[src/rtl/assert_macros.svh]
// Assertion macros shared by the SHA-256 hasher RTL.
// No dependencies; expects clk and rst_n in the including scope.
`ifndef ASSERT_MACROS_SVH
`define ASSERT_MACROS_SVH

// Plain property checked on every clock, off during reset
`define ASSERT_CLK(lbl, prop, msg) \
  lbl: assert property (@(posedge clk) disable iff (!rst_n) (prop)) else $error(msg);

// Condition followed by a consequence on the next clock
`define ASSERT_NEXT(lbl, ante, cons, msg) \
  lbl: assert property (@(posedge clk) disable iff (!rst_n) (ante) |=> (cons)) else $error(msg);

`endif

[src/rtl/sha256_pkg.sv]
// Package for the SHA-256 byte stream hasher: payload types, control struct,
// round constants, initial hash values and round functions. No dependencies.
`default_nettype none

package sha256_pkg;

  typedef struct packed {
    logic [7:0] data_byte;
    logic       byte_valid;
    logic       end_of_message;
  } in_item_t;

  typedef struct packed {
    logic [31:0] digest_word;
    logic [2:0]  word_index;
    logic        last_word;
  } out_item_t;

  // control from the sequencer to the round datapath
  typedef struct packed {
    logic       load_en;
    logic [2:0] load_idx;
    logic       round_en;
    logic [5:0] ridx;
  } round_ctl_t;

  localparam logic [7:0] PAD_MARK  = 8'h80;
  localparam logic [5:0] LEN_START = 6'd56;

  localparam logic [31:0] IV [8] = '{
    32'h6a09e667, 32'hbb67ae85, 32'h3c6ef372, 32'ha54ff53a,
    32'h510e527f, 32'h9b05688c, 32'h1f83d9ab, 32'h5be0cd19
  };

  localparam logic [31:0] RK [64] = '{
    32'h428a2f98, 32'h71374491, 32'hb5c0fbcf, 32'he9b5dba5, 32'h3956c25b, 32'h59f111f1,
    32'h923f82a4, 32'hab1c5ed5, 32'hd807aa98, 32'h12835b01, 32'h243185be, 32'h550c7dc3,
    32'h72be5d74, 32'h80deb1fe, 32'h9bdc06a7, 32'hc19bf174, 32'he49b69c1, 32'hefbe4786,
    32'h0fc19dc6, 32'h240ca1cc, 32'h2de92c6f, 32'h4a7484aa, 32'h5cb0a9dc, 32'h76f988da,
    32'h983e5152, 32'ha831c66d, 32'hb00327c8, 32'hbf597fc7, 32'hc6e00bf3, 32'hd5a79147,
    32'h06ca6351, 32'h14292967, 32'h27b70a85, 32'h2e1b2138, 32'h4d2c6dfc, 32'h53380d13,
    32'h650a7354, 32'h766a0abb, 32'h81c2c92e, 32'h92722c85, 32'ha2bfe8a1, 32'ha81a664b,
    32'hc24b8b70, 32'hc76c51a3, 32'hd192e819, 32'hd6990624, 32'hf40e3585, 32'h106aa070,
    32'h19a4c116, 32'h1e376c08, 32'h2748774c, 32'h34b0bcb5, 32'h391c0cb3, 32'h4ed8aa4a,
    32'h5b9cca4f, 32'h682e6ff3, 32'h748f82ee, 32'h78a5636f, 32'h84c87814, 32'h8cc70208,
    32'h90befffa, 32'ha4506ceb, 32'hbef9a3f7, 32'hc67178f2
  };

  function automatic logic [31:0] big_s0(input logic [31:0] x);
    big_s0 = {x[1:0], x[31:2]} ^ {x[12:0], x[31:13]} ^ {x[21:0], x[31:22]};
  endfunction

  function automatic logic [31:0] big_s1(input logic [31:0] x);
    big_s1 = {x[5:0], x[31:6]} ^ {x[10:0], x[31:11]} ^ {x[24:0], x[31:25]};
  endfunction

  function automatic logic [31:0] sm_s0(input logic [31:0] x);
    sm_s0 = {x[6:0], x[31:7]} ^ {x[17:0], x[31:18]} ^ {3'b000, x[31:3]};
  endfunction

  function automatic logic [31:0] sm_s1(input logic [31:0] x);
    sm_s1 = {x[16:0], x[31:17]} ^ {x[18:0], x[31:19]} ^ {10'd0, x[31:10]};
  endfunction

endpackage

`default_nettype wire

[src/rtl/sha256_hmem.sv]
// Chained hash word memory, 8 x 32, registered read.
// Per-entry valid bits make unwritten entries read as the initial values.
// Depends on sha256_pkg.
`default_nettype none

module sha256_hmem (
  input  wire logic        clk,
  input  wire logic        rst_n,
  input  wire logic [2:0]  raddr,
  output logic      [31:0] rdata,
  input  wire logic        we,
  input  wire logic [2:0]  waddr,
  input  wire logic [31:0] wdata,
  input  wire logic        clear
);

  logic [31:0] mem [8];
  logic [7:0]  vld_r;
  logic [31:0] rdata_r;

  // storage and registered read
  always_ff @(posedge clk) begin
    if (we) begin
      mem[waddr] <= wdata;
    end
    rdata_r <= vld_r[raddr] ? mem[raddr] : sha256_pkg::IV[raddr];
  end

  // valid bits: reset and clear return every entry to its initial value
  always_ff @(posedge clk) begin
    if (!rst_n || clear) begin
      vld_r <= '0;
    end else if (we) begin
      vld_r[waddr] <= 1'b1;
    end
  end

  assign rdata = rdata_r;

endmodule

`default_nettype wire

[src/rtl/sha256_round.sv]
// Compression round datapath: working variables a..h and the 16-word
// message schedule window. Depends on sha256_pkg.
`default_nettype none

module sha256_round (
  input  wire logic                   clk,
  input  wire sha256_pkg::round_ctl_t ctl,
  input  wire logic [31:0]            hm_rdata,
  input  wire logic [31:0]            buf_rdata,
  output logic [7:0][31:0]            work
);

  logic [7:0][31:0]  v_r;
  logic [15:0][31:0] win_r;
  logic [31:0]       w_cur;
  logic [31:0]       t1;
  logic [31:0]       t2;
  logic [31:0]       ch;
  logic [31:0]       maj;

  // schedule word: block words first, then the recurrence
  always_comb begin
    if (ctl.ridx[5:4] == 2'b00) begin
      w_cur = buf_rdata;
    end else begin
      w_cur = win_r[0] + sha256_pkg::sm_s0(win_r[1]) + win_r[9]
            + sha256_pkg::sm_s1(win_r[14]);
    end
    ch  = (v_r[4] & v_r[5]) ^ (~v_r[4] & v_r[6]);
    maj = (v_r[0] & v_r[1]) ^ (v_r[0] & v_r[2]) ^ (v_r[1] & v_r[2]);
    t1  = v_r[7] + sha256_pkg::big_s1(v_r[4]) + ch + sha256_pkg::RK[ctl.ridx] + w_cur;
    t2  = sha256_pkg::big_s0(v_r[0]) + maj;
  end

  // working variables and window update
  always_ff @(posedge clk) begin
    if (ctl.load_en) begin
      v_r[ctl.load_idx] <= hm_rdata;
    end else if (ctl.round_en) begin
      v_r   <= {v_r[6:4], v_r[3] + t1, v_r[2:0], t1 + t2};
      win_r <= {w_cur, win_r[15:1]};
    end
  end

  assign work = v_r;

endmodule

`default_nettype wire

[src/rtl/sha256_byte_stream_hasher_unit.sv]
// Channel | dir | payload            | handshake
// in_     | in  | sha256_pkg::in_item_t  | in_valid / in_stall
// out_    | out | sha256_pkg::out_item_t | out_valid / out_stall
//
// A byte item is taken while the sequencer is idle; the 64th byte of a block adds
// a compression: hash loads, 64 rounds, read-add-write in the hash memory.
// End of message: one pad byte per cycle plus compressions, then each digest word
// is read, captured and output, held while out_stall is high.
// Reset (synchronous, rst_n low) clears control and the hash valid bits.
// in_stall is high whenever the sequencer is not idle.
// Top level: sequencer, block buffer memory, bit counter. Depends on
// sha256_pkg, sha256_hmem, sha256_round and assert_macros.svh.
`default_nettype none
`include "assert_macros.svh"

module sha256_byte_stream_hasher_unit (
  input  wire logic                  clk,
  input  wire logic                  rst_n,
  input  wire logic                  in_valid,
  output logic                       in_stall,
  input  wire sha256_pkg::in_item_t  in_data,
  output logic                       out_valid,
  input  wire logic                  out_stall,
  output sha256_pkg::out_item_t      out_data
);

  typedef enum logic [7:0] {
    ST_IDLE     = 8'b00000001,
    ST_LOAD     = 8'b00000010,
    ST_ROUND    = 8'b00000100,
    ST_UPDATE   = 8'b00001000,
    ST_PAD      = 8'b00010000,
    ST_EMIT_RD  = 8'b00100000,
    ST_EMIT_CAP = 8'b01000000,
    ST_EMIT_OUT = 8'b10000000
  } state_t;

  state_t      state_r, state_nxt;
  logic [6:0]  cnt_r, cnt_nxt;
  logic [5:0]  fill_r, fill_nxt;
  logic [63:0] bitcnt_r, bitcnt_nxt;
  logic        pad_r, pad_nxt;
  logic        sent80_r, sent80_nxt;
  logic [3:0]  lcnt_r, lcnt_nxt;
  logic        ov_r, ov_nxt;
  sha256_pkg::out_item_t od_r;

  logic        push_en;
  logic [7:0]  push_byte;
  logic        in_len;
  logic        in_acc;
  logic        out_acc;

  logic [31:0] buf_mem [16];
  logic [3:0]  buf_raddr;
  logic [31:0] buf_rdata_r;

  logic [2:0]  hm_raddr;
  logic [31:0] hm_rdata;
  logic        hm_we;
  logic [2:0]  hm_waddr;
  logic [31:0] hm_wdata;
  logic        hm_clear;

  sha256_pkg::round_ctl_t rctl;
  logic [7:0][31:0]       work;

  assign in_stall = (state_r != ST_IDLE);
  assign in_acc   = in_valid && !in_stall;
  assign out_acc  = ov_r && !out_stall;
  assign in_len   = (lcnt_r != 4'd0) || (sent80_r && fill_r == sha256_pkg::LEN_START);

  // byte source: message byte when idle, pad or length byte when padding
  always_comb begin
    push_en   = 1'b0;
    push_byte = in_data.data_byte;
    if (state_r == ST_IDLE) begin
      push_en = in_acc && in_data.byte_valid;
    end else if (state_r == ST_PAD) begin
      push_en = 1'b1;
      if (!sent80_r) begin
        push_byte = sha256_pkg::PAD_MARK;
      end else if (in_len) begin
        push_byte = 8'(bitcnt_r >> {~lcnt_r[2:0], 3'b000});
      end else begin
        push_byte = 8'h00;
      end
    end
  end

  // sequencer
  always_comb begin
    state_nxt  = state_r;
    cnt_nxt    = cnt_r;
    fill_nxt   = push_en ? fill_r + 6'd1 : fill_r;
    bitcnt_nxt = bitcnt_r;
    pad_nxt    = pad_r;
    sent80_nxt = sent80_r;
    lcnt_nxt   = lcnt_r;
    ov_nxt     = ov_r;
    hm_raddr   = cnt_r[2:0];
    hm_we      = 1'b0;
    hm_waddr   = 3'(cnt_r - 7'd1);
    hm_wdata   = hm_rdata + work[hm_waddr];
    hm_clear   = 1'b0;
    buf_raddr  = 4'd0;
    rctl       = '0;
    rctl.ridx  = cnt_r[5:0];
    unique case (state_r)
      ST_IDLE: begin
        if (in_acc) begin
          if (in_data.byte_valid) begin
            bitcnt_nxt = bitcnt_r + 64'd8;
          end
          pad_nxt = in_data.end_of_message;
          cnt_nxt = '0;
          if (in_data.byte_valid && fill_r == 6'd63) begin
            state_nxt = ST_LOAD;
          end else if (in_data.end_of_message) begin
            state_nxt = ST_PAD;
          end
        end
      end
      ST_PAD: begin
        sent80_nxt = 1'b1;
        if (sent80_r && in_len) begin
          lcnt_nxt = lcnt_r + 4'd1;
        end
        if (fill_r == 6'd63) begin
          cnt_nxt   = '0;
          state_nxt = ST_LOAD;
        end
      end
      ST_LOAD: begin
        rctl.load_en  = (cnt_r != 7'd0);
        rctl.load_idx = hm_waddr;
        cnt_nxt       = cnt_r + 7'd1;
        if (cnt_r == 7'd8) begin
          cnt_nxt   = '0;
          state_nxt = ST_ROUND;
        end
      end
      ST_ROUND: begin
        rctl.round_en = 1'b1;
        buf_raddr     = 4'(cnt_r + 7'd1);
        cnt_nxt       = cnt_r + 7'd1;
        if (cnt_r == 7'd63) begin
          cnt_nxt   = '0;
          state_nxt = ST_UPDATE;
        end
      end
      ST_UPDATE: begin
        hm_we   = (cnt_r != 7'd0);
        cnt_nxt = cnt_r + 7'd1;
        if (cnt_r == 7'd8) begin
          cnt_nxt = '0;
          if (!pad_r) begin
            state_nxt = ST_IDLE;
          end else if (lcnt_r == 4'd8) begin
            state_nxt = ST_EMIT_RD;
          end else begin
            state_nxt = ST_PAD;
          end
        end
      end
      ST_EMIT_RD: begin
        state_nxt = ST_EMIT_CAP;
      end
      ST_EMIT_CAP: begin
        ov_nxt    = 1'b1;
        state_nxt = ST_EMIT_OUT;
      end
      ST_EMIT_OUT: begin
        if (!out_stall) begin
          ov_nxt = 1'b0;
          if (cnt_r == 7'd7) begin
            hm_clear   = 1'b1;
            fill_nxt   = '0;
            bitcnt_nxt = '0;
            pad_nxt    = 1'b0;
            sent80_nxt = 1'b0;
            lcnt_nxt   = '0;
            cnt_nxt    = '0;
            state_nxt  = ST_IDLE;
          end else begin
            cnt_nxt   = cnt_r + 7'd1;
            state_nxt = ST_EMIT_RD;
          end
        end
      end
      default: begin
        state_nxt = ST_IDLE;
      end
    endcase
  end

  // control registers
  always_ff @(posedge clk) begin
    if (!rst_n) begin
      state_r  <= ST_IDLE;
      cnt_r    <= '0;
      fill_r   <= '0;
      bitcnt_r <= '0;
      pad_r    <= 1'b0;
      sent80_r <= 1'b0;
      lcnt_r   <= '0;
      ov_r     <= 1'b0;
    end else begin
      state_r  <= state_nxt;
      cnt_r    <= cnt_nxt;
      fill_r   <= fill_nxt;
      bitcnt_r <= bitcnt_nxt;
      pad_r    <= pad_nxt;
      sent80_r <= sent80_nxt;
      lcnt_r   <= lcnt_nxt;
      ov_r     <= ov_nxt;
    end
  end

  // output item register
  always_ff @(posedge clk) begin
    if (state_r == ST_EMIT_CAP) begin
      od_r.digest_word <= hm_rdata;
      od_r.word_index  <= cnt_r[2:0];
      od_r.last_word   <= (cnt_r == 7'd7);
    end
  end

  assign out_valid = ov_r;
  assign out_data  = od_r;

  // block buffer: 16 big-endian words, byte-lane writes
  always_ff @(posedge clk) begin
    if (push_en) begin
      buf_mem[fill_r[5:2]][{~fill_r[1:0], 3'b000} +: 8] <= push_byte;
    end
    buf_rdata_r <= buf_mem[buf_raddr];
  end

  sha256_hmem u_hmem (
    .clk   (clk),
    .rst_n (rst_n),
    .raddr (hm_raddr),
    .rdata (hm_rdata),
    .we    (hm_we),
    .waddr (hm_waddr),
    .wdata (hm_wdata),
    .clear (hm_clear)
  );

  sha256_round u_round (
    .clk       (clk),
    .ctl       (rctl),
    .hm_rdata  (hm_rdata),
    .buf_rdata (buf_rdata_r),
    .work      (work)
  );

  `ASSERT_CLK(a_out_state, !ov_r || state_r == ST_EMIT_OUT, "output valid outside emit")
  `ASSERT_CLK(a_len_count, lcnt_r <= 4'd8, "length byte count overrun")
  `ASSERT_NEXT(a_eom_busy, in_acc && in_data.end_of_message, state_r != ST_IDLE, "end item ignored")
  `ASSERT_NEXT(a_last_done, out_acc && od_r.last_word, state_r == ST_IDLE && fill_r == 6'd0, "no restart after digest")

endmodule

`default_nettype wire

[config.mk]
export PLATFORM = sky130hd
export DESIGN_NAME = sha256_byte_stream_hasher_unit
export DESIGN_NICKNAME = d
export VERILOG_FILES = /design/src/rtl/sha256_pkg.sv /design/src/rtl/sha256_hmem.sv /design/src/rtl/sha256_round.sv /design/src/rtl/sha256_byte_stream_hasher_unit.sv
export VERILOG_INCLUDE_DIRS = /design/src /design/src/rtl
export SDC_FILE = /design/constraint.sdc
export NUM_CORES = 2
export LEC_CHECK = 0
export ABC_AREA = 1
export ABC_CLOCK_PERIOD_IN_PS = 17370
export BUFFER_PORTS_ARGS = -buffer_cell sky130_fd_sc_hd__buf_2
export CORE_ASPECT_RATIO = 0.5
export CORE_UTILIZATION = 27
export CTS_BUF_LIST = sky130_fd_sc_hd__clkbuf_16
export DETAILED_ROUTE_END_ITERATION = 8
export MAX_ROUTING_LAYER = met4
export PLACE_DENSITY = 0.48
export SYNTH_ARGS = -nofsm -noshare
export SYNTH_HDL_FRONTEND = slang
export SYNTH_HIERARCHICAL = 1
export SYNTH_SLANG_ARGS = --single-unit
[constraint.sdc]
create_clock -name clk -period 17.37 [get_ports clk]
set_input_delay 3.474 -clock clk [delete_from_list [all_inputs] [get_ports clk]]
set_output_delay 3.474 -clock clk [all_outputs]
set_load 0.01 [all_outputs]
* Word-level counts from Yosys, hierarchy flattened
Memory sizes are Yosys's and may differ from the RTL's. A register that Yosys moved wholly into a read port is not among the register bits.
Cells that the tools add are included.
** Cells by class
- Add/subtract/negate cells :: 17
- Order comparisons :: 7
- Eq/ne operators :: 25
- Shift operators :: 3
- Mux-type cells :: 75
- Bitwise logic cells :: 23
- Reduce and logical (&&, ||, !) cells :: 28
** Operators by type and width (number)
- 256-bit 2-to-1 mux :: 2
- 32-bit adder :: 11
- 32-bit 2-to-1 mux :: 9
- 32-bit bitwise XOR :: 9
- 256-bit bitwise mux :: 1
- 64-bit 2-to-1 mux :: 4
- 32-bit bitwise AND :: 5
- 64-bit case mux with 2 select lines :: 1
- 32-bit binary-select mux with 3-bit select :: 1
- 32-bit demux with 3-bit select :: 1
- 8-bit 2-to-1 mux :: 12
- 64-bit by 4-bit adder with 64-bit output (second input constant) :: 1
- 8-bit case mux with 8 select lines :: 1
- 64-bit by 6-bit right shift with 8-bit output :: 1
- 6-bit 2-to-1 mux :: 7
- 7-bit 2-to-1 mux :: 6
- 7-bit case mux with 5 select lines :: 1
- 32-bit NOT :: 1
- 8-bit by 7-bit variable shift with 32-bit output (first input constant) :: 1
- 8-bit by 7-bit variable part select with 32-bit output :: 1
- 32-bit by 22-bit bitwise XOR with 32-bit output :: 1
- 32-bit by 29-bit bitwise XOR with 32-bit output :: 1
- 4-bit 2-to-1 mux :: 5
- 1-bit 2-to-1 mux :: 16
- 51 further kinds :: 79
** Storage, ports and cells
- Register bits after elaboration :: 936
- Bits in writable memories :: 768
- Memory bits (read-only) :: 2304
- Bits of input ports :: 14
- Output and inout port bits :: 38
- Word-level logic and storage cells :: 219
- Memories :: 4
** Memories
- (name not given) :: depth 64, bits a word 32, read ports 1, clocked after Yosys merged registers in 0, write ports 0, line sha256_round.sv:31 : t1 = v_r[7] + sha256_pkg::big_s1(v_r[4]) + ch + sha256_pkg::RK[ctl.ridx] + w_cur;
- buf_mem :: depth 16, bits a word 32, read ports 1, clocked after Yosys merged registers in 1, write ports 1, line sha256_byte_stream_hasher_unit.sv:54 : logic [31:0] buf_mem [16];
- (name not given) :: depth 8, bits a word 32, read ports 1, clocked after Yosys merged registers in 0, write ports 0, line sha256_hmem.sv:26 : rdata_r <= vld_r[raddr] ? mem[raddr] : sha256_pkg::IV[raddr];
- u_hmem.mem :: depth 8, bits a word 32, read ports 1, clocked after Yosys merged registers in 1, write ports 1, line sha256_hmem.sv:17 : logic [31:0] mem [8];

* Logic depth before layout (Yosys ltp)
- Word-level depth :: 10
- Gate-level depth with buffers :: 50

* By module
The synthesis kept the hierarchy.
** By module, submodules not included
- sha256_round :: instances 1, cells each 4151, area each 43706.9 µm², seq. area each 23062.1 µm²
- sha256_byte_stream_hasher_unit :: instances 1, cells each 3844, area each 33208.1 µm², seq. area each 18878.1 µm²
- sha256_hmem :: instances 1, cells each 1281, area each 12493.2 µm², seq. area each 8488.1 µm²

* Least setup slack after synthesis
OpenSTA, ideal clock, no wires.
- Path type :: reg2reg
- Start :: register cnt_r[0]
- End :: register u_round/win_r[0] in the netlist's numbering, enable pin
- Setup time :: 857 ps
- Arrival :: 12686 ps
- Required time :: 16513 ps
- Slack :: 3827 ps
- Cell stages (with the launch flop) :: 16
- Path buffers :: 7
- Cell sequence :: dfxtp_1 -> buf_2 -> inv_1 -> buf_4 -> buf_2 -> buf_2 -> buf_2 -> ha_1 -> nand3_1 -> nor2_1 -> nor2_1 -> clkbuf_1 -> inv_2 -> clkbuf_1 -> nand2_1 -> inv_1
** RTL lines
- start: declaration :: line sha256_byte_stream_hasher_unit.sv:39 : logic [6:0] cnt_r, cnt_nxt;
- start signal: assignment :: line sha256_byte_stream_hasher_unit.sv:210 : cnt_r <= cnt_nxt;
- end signal: assignment :: line sha256_round.sv:41 : win_r <= {w_cur, win_r[15:1]};
- end: declaration :: line sha256_round.sv:14 : logic [15:0][31:0] win_r;

* Final worst setup path
- Start :: register u_round/win_r[51] in the netlist's numbering
- End :: register u_round.v_r (netlist bit u_round/work[30]), data pin
** On the way
- Longest elaborated chain between the ends :: 10
** RTL lines
- 32-bit bitwise XOR :: line sha256_pkg.sv:58 : sm_s0 = {x[6:0], x[31:7]} ^ {x[17:0], x[31:18]} ^ {3'b000, x[31:3]};
- 32-bit by 29-bit bitwise XOR with 32-bit output :: line sha256_pkg.sv:58
- 32-bit adder (2 in a row) :: line sha256_round.sv:26 : w_cur = win_r[0] + sha256_pkg::sm_s0(win_r[1]) + win_r[9]
- 32-bit adder :: line sha256_round.sv:27 : + sha256_pkg::sm_s1(win_r[14]);
- 32-bit 2-to-1 mux :: line sha256_round.sv:23 : if (ctl.ridx[5:4] == 2'b00) begin
- via u_round.w_cur[13] :: line sha256_round.sv:15 : logic [31:0] w_cur;
- 32-bit adder :: line sha256_round.sv:31
- 32-bit adder :: line sha256_round.sv:40 : v_r <= {v_r[6:4], v_r[3] + t1, v_r[2:0], t1 + t2};
- 256-bit 2-to-1 mux :: line sha256_round.sv:39 : end else if (ctl.round_en) begin
- 256-bit 2-to-1 mux :: line sha256_round.sv:37 : if (ctl.load_en) begin
- end signal: indexed assignment :: line sha256_round.sv:38 : v_r[ctl.load_idx] <= hm_rdata;
- end signal: assignment :: line sha256_round.sv:40
- end: declaration :: line sha256_round.sv:13 : logic [7:0][31:0] v_r;
The timed path passes the listed nets, and every way through them passes these cells. The select of a mux whose other input is x is not followed.
A chain may end at the register's enable or synchronous reset.

==> summary.txt <==
Finish
  • Layout area overhead: 12.2%
  • Share of cells above drive strength 1: 6.20%
  • # fillers: 34.1k
  • Final Non-Filler Cells: 13.7k
  • Nets: 9610

GRT
  • Total grt overflow: 0
  • All-Layer GR Usage: 18.9%
  • First-pass GRT wire length: 456000 um
  • Largest net degree at the start of global routing: 195
  • Number of global-route vias before repair: 63.2k
  • Initial antenna violation count: 13

Synth
  • Post-Synthesis Mean Instance Area: 9.64 um2
  • Synth Register Bits: 1733
  • Mapped Nets: 9671
  • Largest area contributor in the netlist: edfxtp_1
  • Post-synth EDFFs: 1572
  • Top-area cell type share of the netlist area: 52.8%
  • Synthesized area: 0.0894 mm2
  • Synth Warn #: 6
  • Largest cells by area after synthesis: edfxtp_1 (53%), nand2_1 (9.2%), inv_1 (4.4%)
  • Ys async rst share: 0%
  • Synthesized instance count: 9276
  • Seq/Total Area, Yosys: 56.4%
  • Top_reg_cell synth: edfxtp_1
  • Post-synth cell types: 70

Clocking
  • Clk pin slew, worst setup/hold paths: 0.07 ns
  • Clock Tree Buf Depth: 4
  • CTS tree: built
  • Root Buffer: clkbuf_16
  • H-tree depth: 4
  • CTS resizes: 0
  • Cts hold-fix bufs: 0
  • CTS Buf Count: 183
  • TritonCTS sink count: 1733
  • Worst-Skew Late Latency: 0.91 ns
  • Postcts setup bufs: 0

Timing
  • RSZ-0062 raised after global routing: false
  • Final count of negative-setup-slack endpoints: 0
  • Worst Skew: 0.0819 ns
  • Relative slew slack: 13.9%
  • Final hold violations: 0
  • Pins Over Slew Limit: 0
  • Slew @ Worst Pin: 1.29 ns
  • Max Freq: 0.0976 GHz
  • Final cycle utilization of the critical path: 59.0%
  • TNS Setup: 0 ns
  • Final min period: 10.25 ns

Worst setup path
  • Worst Path Arrival: 10.89 ns
  • CP Class: reg2reg
  • Crit path launch type: flop
  • Crit-path max FO: 7
  • CP max-delay cell: fa_1
  • Worst setup EP type: flop
  • CP dominant cell by count: inv_1
  • CP peak stage delay: 0.53 ns
  • WP data required: 18.02 ns

Routing
  • DRT iter0 DRCs: 7410
  • Drt first pass iters: 6
  • Post-route ant nets: 0
  • Drt wl/cell: 23.1 um
  • Detailed-route via count: 66.7k
  • Final wirelength: 317000 um
  • Vias per cell: 4.87
  • # DRC: 0

Hold path
  • Hold crit path type: reg2reg

Placed design
  • Post-DP HPWL: 223000 um
  • PortBufs: 51
  • Inst Count DP: 13.4k
  • Placer Congestion: 0.966

Die
  • Die Area: 0.334 mm2
  • IO Pins: 52
  • # rows: 148
  • Die height: 409 um
  • Die width: 816 um
  • Starting Density: 27.3%
  • Core ar.: 0.327 mm2

Run status
  • Status: finished, final reports clean

Run
  • Max-cap viol count: 0
[layer usage]
layer / vias to the layer above / routed length, um / GRT usage [%]
met2: 2322 / 137000 / 27.7
met5: - / 0 / -
met1: 33200 / 150000 / 27.6
met4: 0 / 8580 / 4.69
met3: 408 / 21400 / 2.56
li1: 30800 / - / -
[layout make-up]
| type | count | area [um2] | area share (%) |
|---|---|---|---|
| Sequential cell | 1733 | 50400 | 50.3 |
| Inverter | 1079 | 4080 | 4.06 |
| Antenna cell | 7 | 17.5 | 0.0175 |
| Timing Repair Buffer | 154 | 1050 | 1.05 |
| Multi-Input combinational cell | 6064 | 33200 | 33.1 |
| Clock buffer | 184 | 4600 | 4.59 |
| Clock inverter | 142 | 1420 | 1.42 |
| Tap cell | 4350 | 5440 | 5.43 |
[cells in the final DEF (no fill, tap or decap), types with 10 or more instances in the layout]
cell / count
dfxtp_1: 157
clkinv_1: 37
o22ai_1: 129
o21a_1: 11
nor2_2: 18
nand2_1: 2196
nor2_1: 989
o21ai_1: 48
or2_2: 13
inv_2: 28
ha_1: 192
bufinv_16: 28
a21oi_1: 321
nor3_1: 53
o211ai_1: 60
clkinv_2: 20
nand4_1: 63
fa_1: 188
xor2_1: 173
nor4_1: 12
nand2_2: 22
clkbuf_16: 184
o21ai_2: 10
xnor2_1: 164
buf_2: 51
inv_1: 1078
nand3_2: 13
a21oi_2: 10
a31oi_1: 49
o21bai_1: 15
a21o_1: 18
edfxtp_1: 1572
buf_4: 101
nand3_1: 486
o21ai_0: 679
nor2_4: 12
[registers in the layout (all words and copies together), names as in the netlist]
| signal | flops |
|---|---|
| buf_mem | 512 |
| u_round/win_r | 512 |
| u_hmem/mem | 256 |
| u_round/work | 256 |
| bitcnt_r | 61 |
| out_data | 36 |
| buf_rdata_r | 32 |
| u_hmem/rdata | 32 |
| state_r | 8 |
| u_hmem/vld_r | 8 |
| cnt_r | 7 |
| fill_r | 6 |
| lcnt_r | 4 |
| out_valid | 1 |
| pad_r | 1 |
| sent80_r | 1 |
[critical path, delay by kind of cell, from the launching register on]
| family | cells | cell delay (ns) |
|---|---|---|
| AO/OA/AOI/OAI | 12 | 2.67 |
| adder cells (fa/ha/maj) | 9 | 3.88 |
| XOR/XNOR | 4 | 1.31 |
| buffers and inverters | 7 | 0.49 |
| flip-flops | 1 | 0.47 |
| AND/OR/NAND/NOR | 9 | 1.22 |
[metrics by stage]
step                      utilization (%)  hold slack (ns)  worst slack, ns  instance area (um2)
after global placement               28.8            0.400             7.23                94300
after detailed placement             28.8            0.405             7.35                94300
after CTS                            30.6            0.376             7.35               100000
final                                30.6            0.384             7.12               100000
after floorplan                         -            0.400             3.83                89400
after global routing                 30.6            0.385             6.81               100000
[path summary, 6_finish.rpt]
kind,startpoint,to,slack [ns],depth (start not counted)
max,u_round/win_r[51]$_DFFE_PP_,u_round/work[30]$_DFFE_PP_,7.12,41
min,u_round/win_r[411]$_DFFE_PP_,u_round/win_r[379]$_DFFE_PP_,0.38,0
max reg2reg,u_round/win_r[51]$_DFFE_PP_,u_round/work[30]$_DFFE_PP_,7.12,41
min reg2reg,u_round/win_r[411]$_DFFE_PP_,u_round/win_r[379]$_DFFE_PP_,0.38,0
[cells in the mapped netlist, drive strengths merged, types with 3 or more instances]
master      n
o21ai     737
o31ai       6
o21a       11
nand4      63
a221oi      9
ha        193
a211oi      9
nand3     500
o21bai     20
nor3       62
nor4       12
nor2     1020
edfxtp   1572
a21oi     331
clkbuf    222
a31oi      52
clkinv      3
nand2    2226
or2        21
o22ai     129
xor2      173
a21o       18
o2bb2ai     3
maj3        3
inv      1076
xnor2     164
nand3b      9
fa        188
a21boi     10
o211ai     60
dfxtp     161
buf       177
o221ai      6
o311ai      5
[cells by family (layout without fill, tap and decap cells)]
group | after synthesis | count (layout) | share of synthesized area [%]
simple gates | 3918 | 3918 | 17.9
other cells | 0 | 7 | 0
buf+inv | 1479 | 1559 | 6.60
fa+ha+maj | 384 | 384 | 6.94
compound gates | 1425 | 1425 | 8.90
xor+xnor | 337 | 337 | 3.30
flops | 1733 | 1733 | 56.4
Power is not shown: default switching activity piles up to over one toggle a cycle in this logic, so the estimate is an artifact.
